--- src/rtl/rsfr_pkg.sv ---
// ----------------------------------------------------------------------------
// rsfr_pkg
// shared constants and types of the serial radio-control frame receiver
// ----------------------------------------------------------------------------
package rsfr_pkg;

    localparam int unsigned FRAME_LAST_POS = 31;
    localparam int unsigned SUM_LOW_POS    = 30;
    localparam int unsigned PAYLOAD_FIRST  = 2;
    localparam int unsigned MAX_CHANNELS   = 14;

    localparam logic [4:0] POS_HEADER_FIRST  = 5'd0;
    localparam logic [4:0] POS_HEADER_SECOND = 5'd1;
    localparam logic [4:0] POS_PAYLOAD_FIRST = 5'(PAYLOAD_FIRST);
    localparam logic [4:0] POS_SUM_LOW       = 5'(SUM_LOW_POS);
    localparam logic [4:0] POS_SUM_HIGH      = 5'(FRAME_LAST_POS);

    localparam logic [7:0]  HEADER_FIRST_RESET  = 8'h20;
    localparam logic [7:0]  HEADER_SECOND_RESET = 8'h40;
    localparam logic [15:0] SUM_SEED            = 16'hFFFF;

    // register indexes of the configuration port
    localparam logic REG_HEADER_FIRST  = 1'b0;
    localparam logic REG_HEADER_SECOND = 1'b1;

    localparam int unsigned CH_IDX_W = 4;
    localparam int unsigned VALUE_W  = 16;

    // one channel word written into the frame store
    typedef struct packed {
        logic                en;
        logic                bank;
        logic [CH_IDX_W-1:0] ch;
        logic [VALUE_W-1:0]  data;
    } t_store_wr;

    // bank handed back to the front once all its channels are out
    typedef struct packed {
        logic valid;
        logic bank;
    } t_bank_release;

endpackage

--- src/rtl/rsfr_front.sv ---
// ----------------------------------------------------------------------------
// rsfr_front
// byte parser: header match, checksum, channel word writes, frame commit
// ----------------------------------------------------------------------------
module rsfr_front #(
    parameter int unsigned NUM_CHANNELS = 14
) (
    input  logic                       i_clk,
    input  logic                       i_rst_n,
    input  logic                       i_push,
    input  logic [7:0]                 i_rx_byte,
    output logic                       o_full,
    input  logic [7:0]                 i_header_first,
    input  logic [7:0]                 i_header_second,
    output rsfr_pkg::t_store_wr        o_store_wr,
    output logic                       o_commit,
    output logic                       o_commit_bank,
    input  rsfr_pkg::t_bank_release    i_release
);

    logic [4:0]  r_pos, n_pos;
    logic [15:0] r_sum, n_sum;
    logic [7:0]  r_lo, n_lo;
    logic [7:0]  r_sum_lo, n_sum_lo;
    logic        r_wbank, n_wbank;
    logic [1:0]  r_busy, n_busy;

    logic        accept;
    logic        in_payload;
    logic [4:0]  pay_off;
    logic [15:0] sum_less;
    logic        commit;
    logic [1:0]  set_mask;
    logic [1:0]  clr_mask;

    assign in_payload = (r_pos >= rsfr_pkg::POS_PAYLOAD_FIRST)
                     && (r_pos < rsfr_pkg::POS_SUM_LOW);
    // a payload byte waits while its bank still holds a frame not yet fully read out
    assign o_full   = in_payload && r_busy[r_wbank];
    assign accept   = i_push && !o_full;
    assign pay_off  = r_pos - rsfr_pkg::POS_PAYLOAD_FIRST;
    assign sum_less = r_sum - {8'h00, i_rx_byte};
    assign commit   = accept && (r_pos == rsfr_pkg::POS_SUM_HIGH)
                   && ({i_rx_byte, r_sum_lo} == r_sum);

    always_comb begin
        o_store_wr.en   = accept && in_payload && pay_off[0]
                       && (pay_off[4:1] < rsfr_pkg::CH_IDX_W'(NUM_CHANNELS));
        o_store_wr.bank = r_wbank;
        o_store_wr.ch   = pay_off[4:1];
        o_store_wr.data = {i_rx_byte, r_lo};
    end

    assign o_commit      = commit;
    assign o_commit_bank = r_wbank;

    always_comb begin
        set_mask = 2'b00;
        clr_mask = 2'b00;
        if (commit) begin
            set_mask[r_wbank] = 1'b1;
        end
        if (i_release.valid) begin
            clr_mask[i_release.bank] = 1'b1;
        end
    end

    always_comb begin
        n_pos    = r_pos;
        n_sum    = r_sum;
        n_lo     = r_lo;
        n_sum_lo = r_sum_lo;
        n_wbank  = r_wbank ^ commit;
        n_busy   = (r_busy & ~clr_mask) | set_mask;
        if (accept) begin
            if (r_pos == rsfr_pkg::POS_HEADER_FIRST) begin
                if (i_rx_byte == i_header_first) begin
                    n_sum = rsfr_pkg::SUM_SEED - {8'h00, i_rx_byte};
                    n_pos = rsfr_pkg::POS_HEADER_SECOND;
                end
            end else if (r_pos == rsfr_pkg::POS_HEADER_SECOND) begin
                if (i_rx_byte == i_header_second) begin
                    n_sum = sum_less;
                    n_pos = rsfr_pkg::POS_PAYLOAD_FIRST;
                end else begin
                    n_pos = rsfr_pkg::POS_HEADER_FIRST;
                end
            end else if (in_payload) begin
                n_sum = sum_less;
                n_lo  = i_rx_byte;
                n_pos = r_pos + 5'd1;
            end else if (r_pos == rsfr_pkg::POS_SUM_LOW) begin
                n_sum_lo = i_rx_byte;
                n_pos    = rsfr_pkg::POS_SUM_HIGH;
            end else begin
                n_pos = rsfr_pkg::POS_HEADER_FIRST;
            end
        end
    end

    always_ff @(posedge i_clk) begin
        if (!i_rst_n) begin
            r_pos   <= rsfr_pkg::POS_HEADER_FIRST;
            r_sum   <= rsfr_pkg::SUM_SEED;
            r_wbank <= 1'b0;
            r_busy  <= 2'b00;
        end else begin
            r_pos   <= n_pos;
            r_sum   <= n_sum;
            r_wbank <= n_wbank;
            r_busy  <= n_busy;
        end
    end

    always_ff @(posedge i_clk) begin
        r_lo     <= n_lo;
        r_sum_lo <= n_sum_lo;
    end

    // a frame is only ever committed into a bank nobody is reading
    a_commit_free_bank: assert property (@(posedge i_clk) disable iff (!i_rst_n)
        commit |-> !r_busy[r_wbank])
        else $error("frame committed into a busy bank");

    // a bank is only released while it is still marked busy
    a_release_busy: assert property (@(posedge i_clk) disable iff (!i_rst_n)
        i_release.valid |-> r_busy[i_release.bank])
        else $error("release of a bank that was not busy");

endmodule

--- src/rtl/rsfr_queue.sv ---
// ----------------------------------------------------------------------------
// rsfr_queue
// two-entry queue of committed bank numbers between front and back
// ----------------------------------------------------------------------------
module rsfr_queue (
    input  logic i_clk,
    input  logic i_rst_n,
    input  logic i_push,
    input  logic i_data,
    input  logic i_pop,
    output logic o_empty,
    output logic o_data
);

    logic [1:0] r_mem;
    logic       r_wr, r_rd;
    logic [1:0] r_cnt;

    assign o_empty = (r_cnt == 2'd0);
    assign o_data  = r_mem[r_rd];

    always_ff @(posedge i_clk) begin
        if (!i_rst_n) begin
            r_wr  <= 1'b0;
            r_rd  <= 1'b0;
            r_cnt <= 2'd0;
        end else begin
            if (i_push) begin
                r_wr <= ~r_wr;
            end
            if (i_pop) begin
                r_rd <= ~r_rd;
            end
            r_cnt <= r_cnt + {1'b0, i_push} - {1'b0, i_pop};
        end
    end

    always_ff @(posedge i_clk) begin
        if (i_push) begin
            r_mem[r_wr] <= i_data;
        end
    end

    a_no_overflow: assert property (@(posedge i_clk) disable iff (!i_rst_n)
        i_push |-> (r_cnt != 2'd2) || i_pop)
        else $error("bank queue overflow");

    a_no_underflow: assert property (@(posedge i_clk) disable iff (!i_rst_n)
        i_pop |-> !o_empty)
        else $error("bank queue underflow");

endmodule

--- src/rtl/rsfr_back.sv ---
// ----------------------------------------------------------------------------
// rsfr_back
// frame store and channel sequencer feeding the result register
// ----------------------------------------------------------------------------
module rsfr_back #(
    parameter int unsigned NUM_CHANNELS = 14
) (
    input  logic                       i_clk,
    input  logic                       i_rst_n,
    input  rsfr_pkg::t_store_wr        i_store_wr,
    input  logic                       i_q_empty,
    input  logic                       i_q_bank,
    output logic                       o_q_pop,
    output rsfr_pkg::t_bank_release    o_release,
    input  logic                       i_pop,
    output logic                       o_empty,
    output logic [3:0]                 o_channel_index,
    output logic [15:0]                o_channel_value,
    output logic                       o_last_channel
);

    localparam int unsigned DEPTH = 2 * NUM_CHANNELS;
    localparam int unsigned IDX_W = $clog2(DEPTH);
    localparam int unsigned CH_W  = (NUM_CHANNELS > 1) ? $clog2(NUM_CHANNELS) : 1;

    logic [15:0]     r_store [DEPTH];
    logic            r_active;
    logic            r_bank;
    logic [CH_W-1:0] r_ch;
    logic            r_out_valid;
    logic [3:0]      r_out_idx;
    logic [15:0]     r_out_val;
    logic            r_out_last;

    logic [IDX_W-1:0] wr_idx;
    logic [IDX_W-1:0] rd_idx;
    logic             load;
    logic             ch_last;
    logic             start;

    assign wr_idx = i_store_wr.bank
                  ? IDX_W'(NUM_CHANNELS) + IDX_W'(i_store_wr.ch)
                  : IDX_W'(i_store_wr.ch);
    assign rd_idx = r_bank ? IDX_W'(NUM_CHANNELS) + IDX_W'(r_ch) : IDX_W'(r_ch);

    assign ch_last = (r_ch == CH_W'(NUM_CHANNELS - 1));
    // result register frees up either empty or being taken this cycle
    assign load    = r_active && (!r_out_valid || i_pop);
    assign start   = !r_active && !i_q_empty;

    assign o_q_pop         = start;
    assign o_release.valid = load && ch_last;
    assign o_release.bank  = r_bank;

    assign o_empty         = !r_out_valid;
    assign o_channel_index = r_out_idx;
    assign o_channel_value = r_out_val;
    assign o_last_channel  = r_out_last;

    always_ff @(posedge i_clk) begin
        if (i_store_wr.en) begin
            r_store[wr_idx] <= i_store_wr.data;
        end
    end

    always_ff @(posedge i_clk) begin
        if (!i_rst_n) begin
            r_active    <= 1'b0;
            r_out_valid <= 1'b0;
        end else begin
            if (start) begin
                r_active <= 1'b1;
            end else if (load && ch_last) begin
                r_active <= 1'b0;
            end
            if (load) begin
                r_out_valid <= 1'b1;
            end else if (i_pop) begin
                r_out_valid <= 1'b0;
            end
        end
    end

    always_ff @(posedge i_clk) begin
        if (start) begin
            r_bank <= i_q_bank;
            r_ch   <= '0;
        end else if (load) begin
            r_ch <= r_ch + CH_W'(1);
        end
        if (load) begin
            r_out_idx  <= 4'(r_ch);
            r_out_val  <= r_store[rd_idx];
            r_out_last <= ch_last;
        end
    end

    // every readout starts from the first channel
    a_start_first_ch: assert property (@(posedge i_clk) disable iff (!i_rst_n)
        start |=> r_active && (r_ch == '0))
        else $error("readout did not start at channel zero");

endmodule

--- src/rtl/rc_serial_frame_receiver_unit.sv ---
// ----------------------------------------------------------------------------
// rc_serial_frame_receiver_unit
// receives 32-byte radio-control frames a byte at a time and emits the
// channel values of every frame whose checksum holds
// ----------------------------------------------------------------------------
//  channel   | signals                                   | beat
//  ----------+-------------------------------------------+--------------------------
//  bytes in  | push, full, i_rx_byte                     | push & !full
//  results   | pop, empty, o_channel_index/value/last    | pop & !empty
//  registers | psel, penable, pwrite, paddr, pwdata, ... | psel & penable & pwrite
//
//  full rises only for payload bytes while both frame store banks still hold
//  frames waiting to be read out
//  a good frame yields NUM_CHANNELS results, one a cycle from the sequencer while
//  results are popped at once; its bank number goes through the queue and the
//  sequencer start before the first result, and pop stalls hold the sequencer too
//  reset is synchronous, active low; header registers return to 0x20 / 0x40
//  there is no clearing pass, the frame store is written before it is read
// ----------------------------------------------------------------------------
module rc_serial_frame_receiver_unit #(
    parameter int unsigned NUM_CHANNELS = 14
) (
    input  logic        i_clk,
    input  logic        i_rst_n,
    // byte input
    input  logic        push,
    output logic        full,
    input  logic [7:0]  i_rx_byte,
    // result output
    input  logic        pop,
    output logic        empty,
    output logic [3:0]  o_channel_index,
    output logic [15:0] o_channel_value,
    output logic        o_last_channel,
    // configuration port
    input  logic        psel,
    input  logic        penable,
    input  logic        pwrite,
    input  logic [2:0]  paddr,
    input  logic [31:0] pwdata,
    output logic [31:0] prdata,
    output logic        pready
);

    // header registers
    logic [7:0] r_header_first;
    logic [7:0] r_header_second;
    logic       cfg_wr;
    logic       cfg_sel;

    // front to back
    rsfr_pkg::t_store_wr     store_wr;
    rsfr_pkg::t_bank_release bank_release;
    logic                    commit;
    logic                    commit_bank;
    logic                    q_empty;
    logic                    q_bank;
    logic                    q_pop;

    assign pready  = 1'b1;
    // word address: register index sits right above the byte offset
    assign cfg_sel = paddr[2];
    assign cfg_wr  = psel && penable && pwrite && pready;

    always_comb begin
        unique case (cfg_sel)
            rsfr_pkg::REG_HEADER_FIRST:  prdata = {24'h000000, r_header_first};
            rsfr_pkg::REG_HEADER_SECOND: prdata = {24'h000000, r_header_second};
            default:                     prdata = 32'h00000000;
        endcase
    end

    always_ff @(posedge i_clk) begin
        if (!i_rst_n) begin
            r_header_first  <= rsfr_pkg::HEADER_FIRST_RESET;
            r_header_second <= rsfr_pkg::HEADER_SECOND_RESET;
        end else if (cfg_wr) begin
            if (cfg_sel == rsfr_pkg::REG_HEADER_FIRST) begin
                r_header_first <= pwdata[7:0];
            end else begin
                r_header_second <= pwdata[7:0];
            end
        end
    end

    // parser: header check, running checksum, channel words into the store
    rsfr_front #(
        .NUM_CHANNELS (NUM_CHANNELS)
    ) u_front (
        .i_clk           (i_clk),
        .i_rst_n         (i_rst_n),
        .i_push          (push),
        .i_rx_byte       (i_rx_byte),
        .o_full          (full),
        .i_header_first  (r_header_first),
        .i_header_second (r_header_second),
        .o_store_wr      (store_wr),
        .o_commit        (commit),
        .o_commit_bank   (commit_bank),
        .i_release       (bank_release)
    );

    // committed frames wait here as bank numbers
    rsfr_queue u_queue (
        .i_clk   (i_clk),
        .i_rst_n (i_rst_n),
        .i_push  (commit),
        .i_data  (commit_bank),
        .i_pop   (q_pop),
        .o_empty (q_empty),
        .o_data  (q_bank)
    );

    // sequencer: walks the channels of one bank into the result register
    rsfr_back #(
        .NUM_CHANNELS (NUM_CHANNELS)
    ) u_back (
        .i_clk           (i_clk),
        .i_rst_n         (i_rst_n),
        .i_store_wr      (store_wr),
        .i_q_empty       (q_empty),
        .i_q_bank        (q_bank),
        .o_q_pop         (q_pop),
        .o_release       (bank_release),
        .i_pop           (pop),
        .o_empty         (empty),
        .o_channel_index (o_channel_index),
        .o_channel_value (o_channel_value),
        .o_last_channel  (o_last_channel)
    );

    // a result carrying the last-channel mark always names the final channel
    a_last_is_final: assert property (@(posedge i_clk) disable iff (!i_rst_n)
        (!empty && o_last_channel) |-> (o_channel_index == 4'(NUM_CHANNELS - 1)))
        else $error("last mark on a channel other than the final one");

endmodule
--- config.mk ---
export PLATFORM = sky130hd
export DESIGN_NAME = rc_serial_frame_receiver_unit
export DESIGN_NICKNAME = d
export VERILOG_FILES = /design/src/rtl/rsfr_pkg.sv /design/src/rtl/rsfr_front.sv /design/src/rtl/rsfr_queue.sv /design/src/rtl/rsfr_back.sv /design/src/rtl/rc_serial_frame_receiver_unit.sv
export SDC_FILE = /design/constraint.sdc
export NUM_CORES = 1
export LEC_CHECK = 0
export BUFFER_PORTS_ARGS = -buffer_cell sky130_fd_sc_hd__buf_2
export CORE_AREA = 4 4 220 265
export DETAILED_ROUTE_END_ITERATION = 7
export DIE_AREA = 0 0 224 269
export HOLD_SLACK_MARGIN = 0.08
export PLACE_DENSITY = 0.63
export REMOVE_ABC_BUFFERS = 1
export SLEW_MARGIN = 20
export SYNTH_ARGS = -nofsm -noshare
export SYNTH_HDL_FRONTEND = slang
export SYNTH_SLANG_ARGS = --single-unit
--- constraint.sdc ---
create_clock -name i_clk -period 8.36 [get_ports i_clk]
set_input_delay 0.836 -clock i_clk [delete_from_list [all_inputs] [get_ports i_clk]]
set_output_delay 0.836 -clock i_clk [all_outputs]
set_load 0.02 [all_outputs]
## Yosys cells after proc, flatten, opt, wreduce, memory -nomap -nowiden

Memories as Yosys holds them, arrays and structs flattened. A register that Yosys moved wholly into a read port is not among the register bits.
Cells that the tools add are included.

| word-level totals | value |
|---|---|
| bits in registers | 74 |
| bits in writable memories | 448 |
| bits of input ports | 50 |
| word-level logic and storage cells | 122 |
| memories kept | 1 |

| operators by class | value |
|---|---|
| add/subtract/negate cells | 9 |
| magnitude comparators | 10 |
| equality and inequality tests | 9 |
| mux-type cells | 33 |
| bitwise operators | 10 |
| reduce and logical (&&, ||, !) cells | 32 |

Memories:

| name | words | width | read ports | clocked after Yosys merged registers in | write ports | line | text |
|---|---|---|---|---|---|---|---|
| u_back.r_store | 28 | 16 | 1 | 1 | 1 | rsfr_back.sv:26 | `logic [15:0] r_store [DEPTH];` |

Operators with widths:

| kind | number |
|---|---|
| 16-bit 2-to-1 mux | 5 |
| 32-bit case mux with 2 select lines | 1 |
| 5-bit 2-to-1 mux | 7 |
| 16-bit equality test | 1 |
| 8-bit equality test | 2 |
| 1-bit logical AND | 16 |
| 16-bit by 8-bit subtractor with 16-bit output | 1 |
| 1-bit 2-to-1 mux | 13 |
| 4-bit by 4-bit adder with 5-bit output (first input constant) | 2 |
| 5-bit equality test (second input constant) | 2 |
| 1-bit by 9-bit subtractor with 10-bit output (first input constant) | 1 |
| 1-bit by 2-bit < comparator with 1-bit output (second input constant) | 4 |
| 4-bit AND reduction | 2 |
| 2-bit 2-to-1 mux | 3 |
| 1-bit inverter | 6 |
| 2-bit AND reduction | 3 |
| 5-bit by 1-bit adder with 5-bit output (second input constant) | 1 |
| 5-bit by 1-bit equality test with 1-bit output (second input constant) | 1 |
| 5-bit by 2-bit >= comparator with 1-bit output (second input constant) | 1 |
| 5-bit logical NOT | 1 |
| 5-bit < comparator (second input constant) | 1 |
| 5-bit AND reduction | 1 |
| 5-bit by 2-bit subtractor with 5-bit output (second input constant) | 1 |
| 4-bit by 1-bit adder with 4-bit output (second input constant) | 1 |
| 18 further kinds | 26 |

## Longest topological paths before layout

Gate-level depths: netlist (run 1).

| depth | value |
|---|---|
| depth after elaboration | 10 |
| mapped depth | 13 |

## Hierarchy

Synthesis (run 1) repeated with hierarchy kept, for this count alone.

| second synthesis, totals | value |
|---|---|
| cell total of the unflattened synthesis | 1288 |
| area total of the unflattened synthesis | 22241.3 um^2 |

By module, submodules not included:

| module | instances | cells each | area an instance (um^2) | seq. area each (um^2) |
|---|---|---|---|---|
| rsfr_back | 1 | 856 | 18235.0 | 14233.7 |
| rsfr_front | 1 | 308 | 2768.9 | 960.9 |
| rc_serial_frame_receiver_unit | 1 | 103 | 970.9 | 320.3 |
| rsfr_queue | 1 | 21 | 266.5 | 140.1 |

## Worst setup path before layout (run 1)

No wires, ideal clock.

| timing | value |
|---|---|
| path type | register to register |
| from | reg u_front.r_pos[1] |
| to | mem u_back.r_store[13][0] (enable) |
| setup time | 388 ps |
| arrival | 2647 ps |
| required time | 7972 ps |
| setup slack | 5324 ps |
| stages on the path, launching flop included | 12 |
| path buffers | 0 |
| clock period less this slack | 3036 ps |
| path through | dfxtp_1 -> inv_1 -> ha_1 -> nand2b_1 -> nand2_1 -> inv_1 -> ha_1 -> nand2_1 -> xnor2_1 -> xnor2_1 -> nand3_1 -> nor2_1 |

| between the ends | value |
|---|---|
| cells in the longest elaborated chain, start to end | 10 |
| elaborated cells on any way between the ends | 15 |
| classes of those cells | add/sub (2); order compare (3); mux (3); reduce/logical (7) |

RTL lines:

| element | line | text |
|---|---|---|
| from (decl) | rsfr_front.sv:21 | `logic [4:0] r_pos, n_pos;` |
| from (signal assigned) | rsfr_front.sv:103 | `r_pos <= rsfr_pkg::POS_HEADER_FIRST;` |
| from (signal assigned) | rsfr_front.sv:108 | `r_pos <= n_pos;` |
| branches (longest 10 deep; another with 5-bit by 2-bit subtractor with 5-bit output) | n/a |  |
| to (decl) | rsfr_back.sv:26 |  |

Parallel ways; which one is timed is not known.

## Worst setup path after layout (run 1)

| timing | value |
|---|---|
| from | reg u_back.r_bank |
| to | reg u_back.r_out_val[12] (netlist: u_back.o_channel_value[12]) (read register of u_back.r_store), data pin |

| between the ends | value |
|---|---|
| cells in the longest elaborated chain, start to end | 1 |

RTL lines:

| element | line | text |
|---|---|---|
| from (decl) | rsfr_back.sv:28 | `logic r_bank;` |
| from (signal assigned) | rsfr_back.sv:86 | `r_bank <= i_q_bank;` |
| 5-bit 2-to-1 mux | rsfr_back.sv:44 | `assign rd_idx = r_bank ? IDX_W'(NUM_CHANNELS) + IDX_W'(r_ch) : IDX_W'(r_ch);` |
| to (decl) | rsfr_back.sv:32 | `logic [15:0] r_out_val;` |

No other way between the ends.
A chain may end at the register's enable or synchronous reset.

==> results.md, run 1 <==
- Status: finished, final reports clean
- DR iter-0 viols: a little over 900
- Vias in the first global route: about 12,000
- CTS resizes: 0
- Dominant synthesized flop cell: edfxtp_1
- RSZ-0062 raised after global routing: false
- Buf/Inv on CP: 2
- Drt first pass iters: 5
- Crit path depth: 7
- Register area share after synthesis: 0.706
- Worst-path fanout max: 64
- Die X: around 220 um
- CP Cell Sequence: xor2_4 -> buf_4 -> buf_4 -> mux4_2 -> mux2i_1 -> o22ai_1 -> or2_2
- DP Wirelength: approximately 28,000 um
- Routed len/inst: between 20 and 25 um
- Kind of cell with the highest combined delay on the critical path: buffers and inverters
- Vias: 11,593
- YS warnings: 0
- Layout Skew: between 0.015 and 0.02 ns
- FF-to-FF Start: u_back.r_bank
- PD cells: 243 mW/mm^2
- # diodes: 0
- Max Clk Rate: 261 MHz
- Combinational fraction of design power: 0.126
- Area post-placement: around 0.023 mm^2
- Reg clk slew, reported paths: 0.06 ns
- Crit Path Category: flop to flop
- I/O Buffers: 54
- Clk pwr share: 0.387
- FILL cells: 4,754
- Worst Setup Start Kind: flop
- #FFs+latches synth: approximately 540
- Core area: 0.0557 mm^2
- Max_cap viols: 0
- Mean Syn Cell Area: between 15 and 20 um^2
- Crit path top cell by count: buf_4
- TritonCTS clock tree: done
- First-pass GRT wire length: between 70,000 and 80,000 um
- DRC errors left: 0
- Initial antenna violation count: 0
- Num CTS Buffers: 54
- Post-route cell area: between 0.02 and 0.03 mm^2
- Initial cell density of the core: 0.398
- # IOs: 106
- Routability cong.: 0.789
- Insertion delay to the later sink of the worst-skew pair: 0.60 ns
- R2r setup slk: 4.52 ns
- Asr flop ratio synth: 0
- Leakage: 8.19 nW
- Slew Viols, Final: 0
- Synth Cell Area: 0.0222 mm^2
- Final hold violations: 0
- Worst path required time: 8.69 ns
- Setup TNS: 0 ns
- Slew HR: 0.325
- Worst reg2reg path depth: 7
- Worst vdd ir: 0.175 mV
- Critical path endpoint category: flop
- Critical Path Source: u_back.r_bank
- Post-route minimum period: around 3.8 ns
- Die area: 0.0603 mm^2
- Netlist cell types: 60
- Fin crit share: 0.459
- Total grt overflow: 0
- Worst-case clock buffer depth: 3
- Postcts setup bufs: 0
- Layout cells sized above 1: 0.227
- Final nets: 1,446
- Root Driver: clkbuf_16
- Post-DR vias/cell: 5.42
- Worst Hold Class: input pin to flop
- CP peak stage delay: 0.76 ns
- ANT nets after route: 0
- Cell Rows: between 90 and 100
- Sw frac: 0.239
- Pin count of the biggest net entering global routing: 65
- Worst Setup EP: u_back.o_channel_value[12]
- Area grow syn2layout: 13.0%
- Total track usage: 0.158
- R2r endpoint: u_back.o_channel_value[12]
- Worst slew pin tran: 1.01 ns
- Hold Buf Count CTS: 0
- Worst-path cell with the longest stage delay: buf_4
- Post-Synthesis Cells: 1,285
- NetSw: 1.45 mW
- Crit path DAT: 4.17 ns
- Seq pwr share: 0.488
- Chip Height: 269 um
- P_int: between 4 and 5 mW
- Post-Route WL: 47,200 um
- Setup violations, final: 0
- CTS H-tree depth: 2
- Number of synthesized flops with an enable pin: a little under 500
- CTS Sinks: 538
==> cells in the final DEF (no fill, tap or decap), types with 10 or more instances in the layout <==
cell type,Yosys,routed
conb_1,2,25
or2_2,16,16
dfxtp_1,50,49
mux2i_1,49,49
o22ai_1,16,16
buf_2,16,54
clkinv_1,0,12
mux2_2,11,11
nor2_1,60,60
a21oi_1,57,57
nand2_1,63,63
inv_1,31,31
edfxtp_1,488,488
nand3_1,13,13
mux4_2,112,112
o21ai_0,37,37
ha_1,25,25
xor2_1,27,26
buf_4,26,39
xnor2_1,19,19
clkinv_2,0,10
nor3_1,18,18
clkbuf_16,0,55
==> cell families (layout without fill, tap and decap cells) <==
family	Yosys count	in the layout	share of synthesized area
simple gates	227	227	0.0506
fa+ha+maj	26	26	0.0150
buf+inv	118	222	0.0256
mux	172	172	0.141
xor+xnor	46	46	0.0182
other cells	2	25	0.000339
compound gates	156	156	0.0426
flops	538	538	0.706
==> cell type report <==
cell class              instances  area, um^2  area share
inverters                      31         116     0.00464
multi-input cells             652        6080       0.243
clock buffers                  64        1410      0.0563
well taps                     727         910      0.0363
flip-flops and latches        538       15700       0.625
clock inverters                34         319      0.0127
repair buffers                 93         563      0.0225
==> how the worst min path moves through the flow <==
stage | startpoint | end | slack (ns) | cells after the start
2_1_floorplan | u_back.r_active | u_back.r_out_valid | 0.45 | 2
3_3_place_gp | u_front.r_busy[0] | u_front.r_busy[0] | 0.47 | 2
3_5_place_dp | u_front.r_busy[0] | u_front.r_busy[0] | 0.47 | 2
4_1_cts | pwdata[6] | r_header_second[6] | 0.43 | 3
5_1_grt | pwdata[4] | r_header_first[4] | 0.47 | 3
6_report | pwdata[6] | r_header_second[6] | 0.47 | 3
==> synthesized netlist by cell type (all sizes together) (9+ instances only) <==
cell type  count  area [um^2]
a21oi         57          285
edfxtp       488        14700
xor2          27          236
mux2i         49          490
inv           31          116
nor3          18         90.1
o211ai         9         67.6
nor4           9         56.3
mux4         112         2520
nand2         63          236
dfxtp         50         1000
ha            25          313
a211oi         9         72.6
clkbuf        35          131
buf           52          320
o22ai         16          100
nor2          60          225
or2           20          125
nand3         14         75.1
mux2          11          124
o21ai         38          190
xnor2         19          166
nand2b         9         56.3
==> per-stage QoR <==
stage          worst slack [ns]   util  std cells  hold WS [ns]  total power [mW]
3_5_place_dp               4.42  0.418       2041         0.471              3.80
5_1_grt                    4.30  0.449       2139         0.465              6.32
3_3_place_gp               4.42  0.418       2041         0.468              3.80
2_1_floorplan              1.25      -       1221         0.448              3.66
4_1_cts                    4.42  0.449       2139         0.434              6.16
6_report                   4.52  0.449       2139         0.470              6.09
==> worst register-to-register path, delay by kind of cell, from the launching register on <==
family / cells / cell delay (ns)
flops: 1 / 0.61
xor+xnor: 1 / 0.16
buf+inv: 2 / 1.55
compound gates: 1 / 0.19
mux: 2 / 0.69
simple gates: 1 / 0.37
==> power groups by stage <==
stage / clock network (mW) / logic [mW] / registers [mW]
2_1_floorplan: 0 / 0.616 / 3.05
3_3_place_gp: 0 / 0.770 / 3.03
3_5_place_dp: 0 / 0.777 / 3.03
4_1_cts: 2.41 / 0.779 / 2.97
5_1_grt: 2.52 / 0.823 / 2.97
6_report: 2.36 / 0.765 / 2.97
==> registers in the layout, indices dropped and copies added, names as in the netlist <==
register                count
u_back.r_ch                 4
u_front.r_busy              2
u_queue.r_wr                1
u_front.r_sum              16
u_back.r_store            448
u_front.r_sum_lo            8
u_back.o_channel_index      4
u_back.r_bank               1
r_header_first              8
u_queue.r_mem               2
u_front.o_commit_bank       1
u_queue.r_rd                1
u_front.r_pos               5
u_front.r_lo                8
u_back.r_out_valid          1
u_back.r_active             1
u_back.o_last_channel       1
u_back.o_channel_value     16
u_queue.r_cnt               2
r_header_second             8
==> per-layer routing <==
| layer | up-vias | routed length, um | track usage |
|---|---|---|---|
| met5 | - | 0 | 0 |
| met4 | 0 | 1200 | 0.0482 |
| met3 | 69 | 2530 | 0.0309 |
| met2 | 317 | 23500 | 0.267 |
| met1 | 6035 | 20000 | 0.209 |
| li1 | 5172 | - | - |
(Power assumes the default switching activity.)
==> run 2: changes to the inputs <==
- PLACE_DENSITY: 0.63 -> 0.65
- clock period: 8.36 -> 3.2 ns (I/O delays scaled with it)
==> results.md, run 2 (synthesis gave the netlist of run 1 again) <==
- Status: finished, final reports clean
- Final nets: 1,488 (+2.9%)
- Fin crit share: 0.889 (+0.430)
- Routability cong.: 0.795 (+0.80%)
- Leakage: 8.53 nW (+4.2%)
- First-pass GRT wire length: 71,900 um (-1.3%)
- Root Driver: clkbuf_16
- Layout Skew: 0.0253 ns (+0.00795 ns)
- Num CTS Buffers: 53 (-1.9%)
- ANT nets after route: 0 (unchanged)
- FF-to-FF Start: u_front.r_pos[0]
- Post-Route WL: 46,900 um (-0.75%)
- Worst Setup Start Kind: flop
- R2r endpoint: u_front.r_sum[15]
- Post-DR vias/cell: 5.31 (-2.1%)
- Biggest register: u_back.r_store
- Area grow syn2layout: 16.8%
- Crit Path Category: flop to flop
- Slew Viols, Final: 0 (unchanged)
- Final hold violations: 0 (unchanged)
- Cell Rows: 95 (unchanged)
- DP Wirelength: 29,900 um (+8.3%)
- R2r setup slk: 0.35 ns (-4.17 ns)
- CTS resizes: 0 (unchanged)
- I/O Buffers: 54 (unchanged)
- Total grt overflow: 0 (unchanged)
- Worst Hold Class: input pin to flop
- Insertion delay to the later sink of the worst-skew pair: 0.61 ns (about the same)
- Total track usage: 0.155 (-0.00244)
- Worst-path cell with the longest stage delay: or4_1
- Most common cell after layout, fill and taps aside: edfxtp_1
- Most frequent cells in the layout: 488 x edfxtp_1, 112 x mux4_2, 63 x nand2_1
- Critical path endpoint category: flop
- Setup violations, final: 0 (unchanged)
- DRC errors left: 0 (unchanged)
- Critical Path Source: u_front.r_pos[0]
- Drt first pass iters: 5 (unchanged)
- Initial antenna violation count: 0 (unchanged)
- Vias: 11,582 (-0.095%)
- CP Cell Sequence: ha_1 -> nor4b_4 -> nand3_2 -> o32a_1 -> a211o_1 -> or4_1 -> o31a_1
- Post-route cell area: 0.0259 mm^2 (+3.3%)
- Reg clk slew, reported paths: 0.06 ns (about the same)
- Vias in the first global route: 11,878 (-1.3%)
- Worst reg2reg path depth: 7 (unchanged)
- Crit path DAT: 3.33 ns (-0.84 ns)
- Routed len/inst: 21.5 um (-2.7%)
- Max Clk Rate: 351 MHz (+35%)
- # diodes: 0 (unchanged)
- PD cells: 631 mW/mm^2 (+160%)
- Initial cell density of the core: 0.398 (unchanged)
- RSZ-0062 raised after global routing: false
- CTS H-tree depth: 2 (unchanged)
- Worst slew pin tran: 1.12 ns (+0.108 ns)
- Chip Height: 269 um (unchanged)
- Die area: 0.0603 mm^2 (unchanged)
- TritonCTS clock tree: done
- Final Core Density: 0.464 (+0.0149)
- Core area: 0.0557 mm^2 (unchanged)
- Worst path required time: 3.68 ns (-5.01 ns)
- CTS Sinks: 538 (unchanged)
- Largest register FFs: 448 (unchanged)
- Worst-case clock buffer depth: 3 (unchanged)
- Slew HR: 0.256 (-0.0694)
- Max_cap viols: 0 (unchanged)
- Pin count of the biggest net entering global routing: 36 (-45%)
- Worst vdd ir: 0.361 mV (+110%)
- # IOs: 106 (unchanged)
- Area post-placement: 0.0240 mm^2 (+2.7%)
- Worst Setup EP: u_front.r_sum[15]
- Post-route minimum period: 2.85 ns (-0.991 ns)
- Worst-path fanout max: 15 (-77%)
- DR iter-0 viols: 1,013 (+11%)
- CP peak stage delay: 0.58 ns (-0.18 ns)
- Layout cells sized above 1: 0.249 (+0.0220)
- Die X: 224 um (unchanged)
-- run 2: changes by cell type in the layout (fill, tap and decap cells not counted), sizes merged --
cell         change
buf             +32
bufinv           +4
clkbuf           -6
clkinv           -2
clkinvlp         +3
dlygate4sd3     +11
inv              +2
-- run 2: worst min-delay path by stage --
stage | start | end | slack [ns] | depth (start not counted)
2_1_floorplan | i_rst_n | r_header_first[5] | 0.39 | 1
3_3_place_gp | u_front.r_busy[0] | u_front.r_busy[0] | 0.47 | 2
3_5_place_dp | r_header_second[2] | r_header_second[2] | 0.48 | 2
4_1_cts | i_rx_byte[6] | u_front.r_sum_lo[6] | 0.1 | 1
5_1_grt | i_rx_byte[6] | u_front.r_sum_lo[6] | 0.11 | 1
6_report | i_rst_n | r_header_first[5] | 0.13 | 2
-- run 2: stage by stage --
step	power (mW)	setup WS (ns)	hold WS [ns]	TNS [ns]	instances
global placement	10.1	0.350	0.467	0	2073
CTS	16.5	0.322	0.0961	0	2183
floorplan	9.57	-3.91	0.392	-83.52	1221
global route	16.9	0.0919	0.108	0	2183
finish	16.3	0.354	0.128	0	2183
detailed placement	10.1	0.336	0.476	0	2073
-- run 2: cell type report --
class                   count  area [um^2]
clock buffers              58         1350
clock inverters            41          464
fillers                  4638        29900
inverters                  31          116
multi-input cells         652         6080
flip-flops and latches    538        15700
well taps                 727          910
repair buffers            136         1310
-- run 2: worst max-delay path: cells and delay by family (launching register included) --
kind,cells,cell delay [ns]
AO/OA/AOI/OAI,3,1.05
AND/OR/NAND/NOR,3,1.03
flip-flops,1,0.44
adder cells (fa/ha/maj),1,0.20
-- run 2: power by group --
| group | internal, mW | total [mW] | switching, mW | leakage (nW) |
|---|---|---|---|---|
| Combinational | 1.02 | 2.17 | 1.15 | 2.85 |
| Sequential | 7.67 | 7.73 | 0.0589 | 4.80 |
| Clock | 3.78 | 6.42 | 2.64 | 0.883 |
| Total | 12.5 | 16.3 | 3.85 | 8.53 |
-- run 2: repair_timing --
action	in CTS	in global routing
setup buffers	0	0
endpoints found under the hold margin	19	0
hold buffers	11	0
-- run 2: layer usage --
metal / up-vias / part of all wire / GRT usage
met4: 0 / 0.022 / 0.0455
met1: 5965 / 0.41 / 0.203
li1: 5255 / - / -
met2: 295 / 0.52 / 0.273
met3: 67 / 0.047 / 0.0225
met5: - / 0 / 0
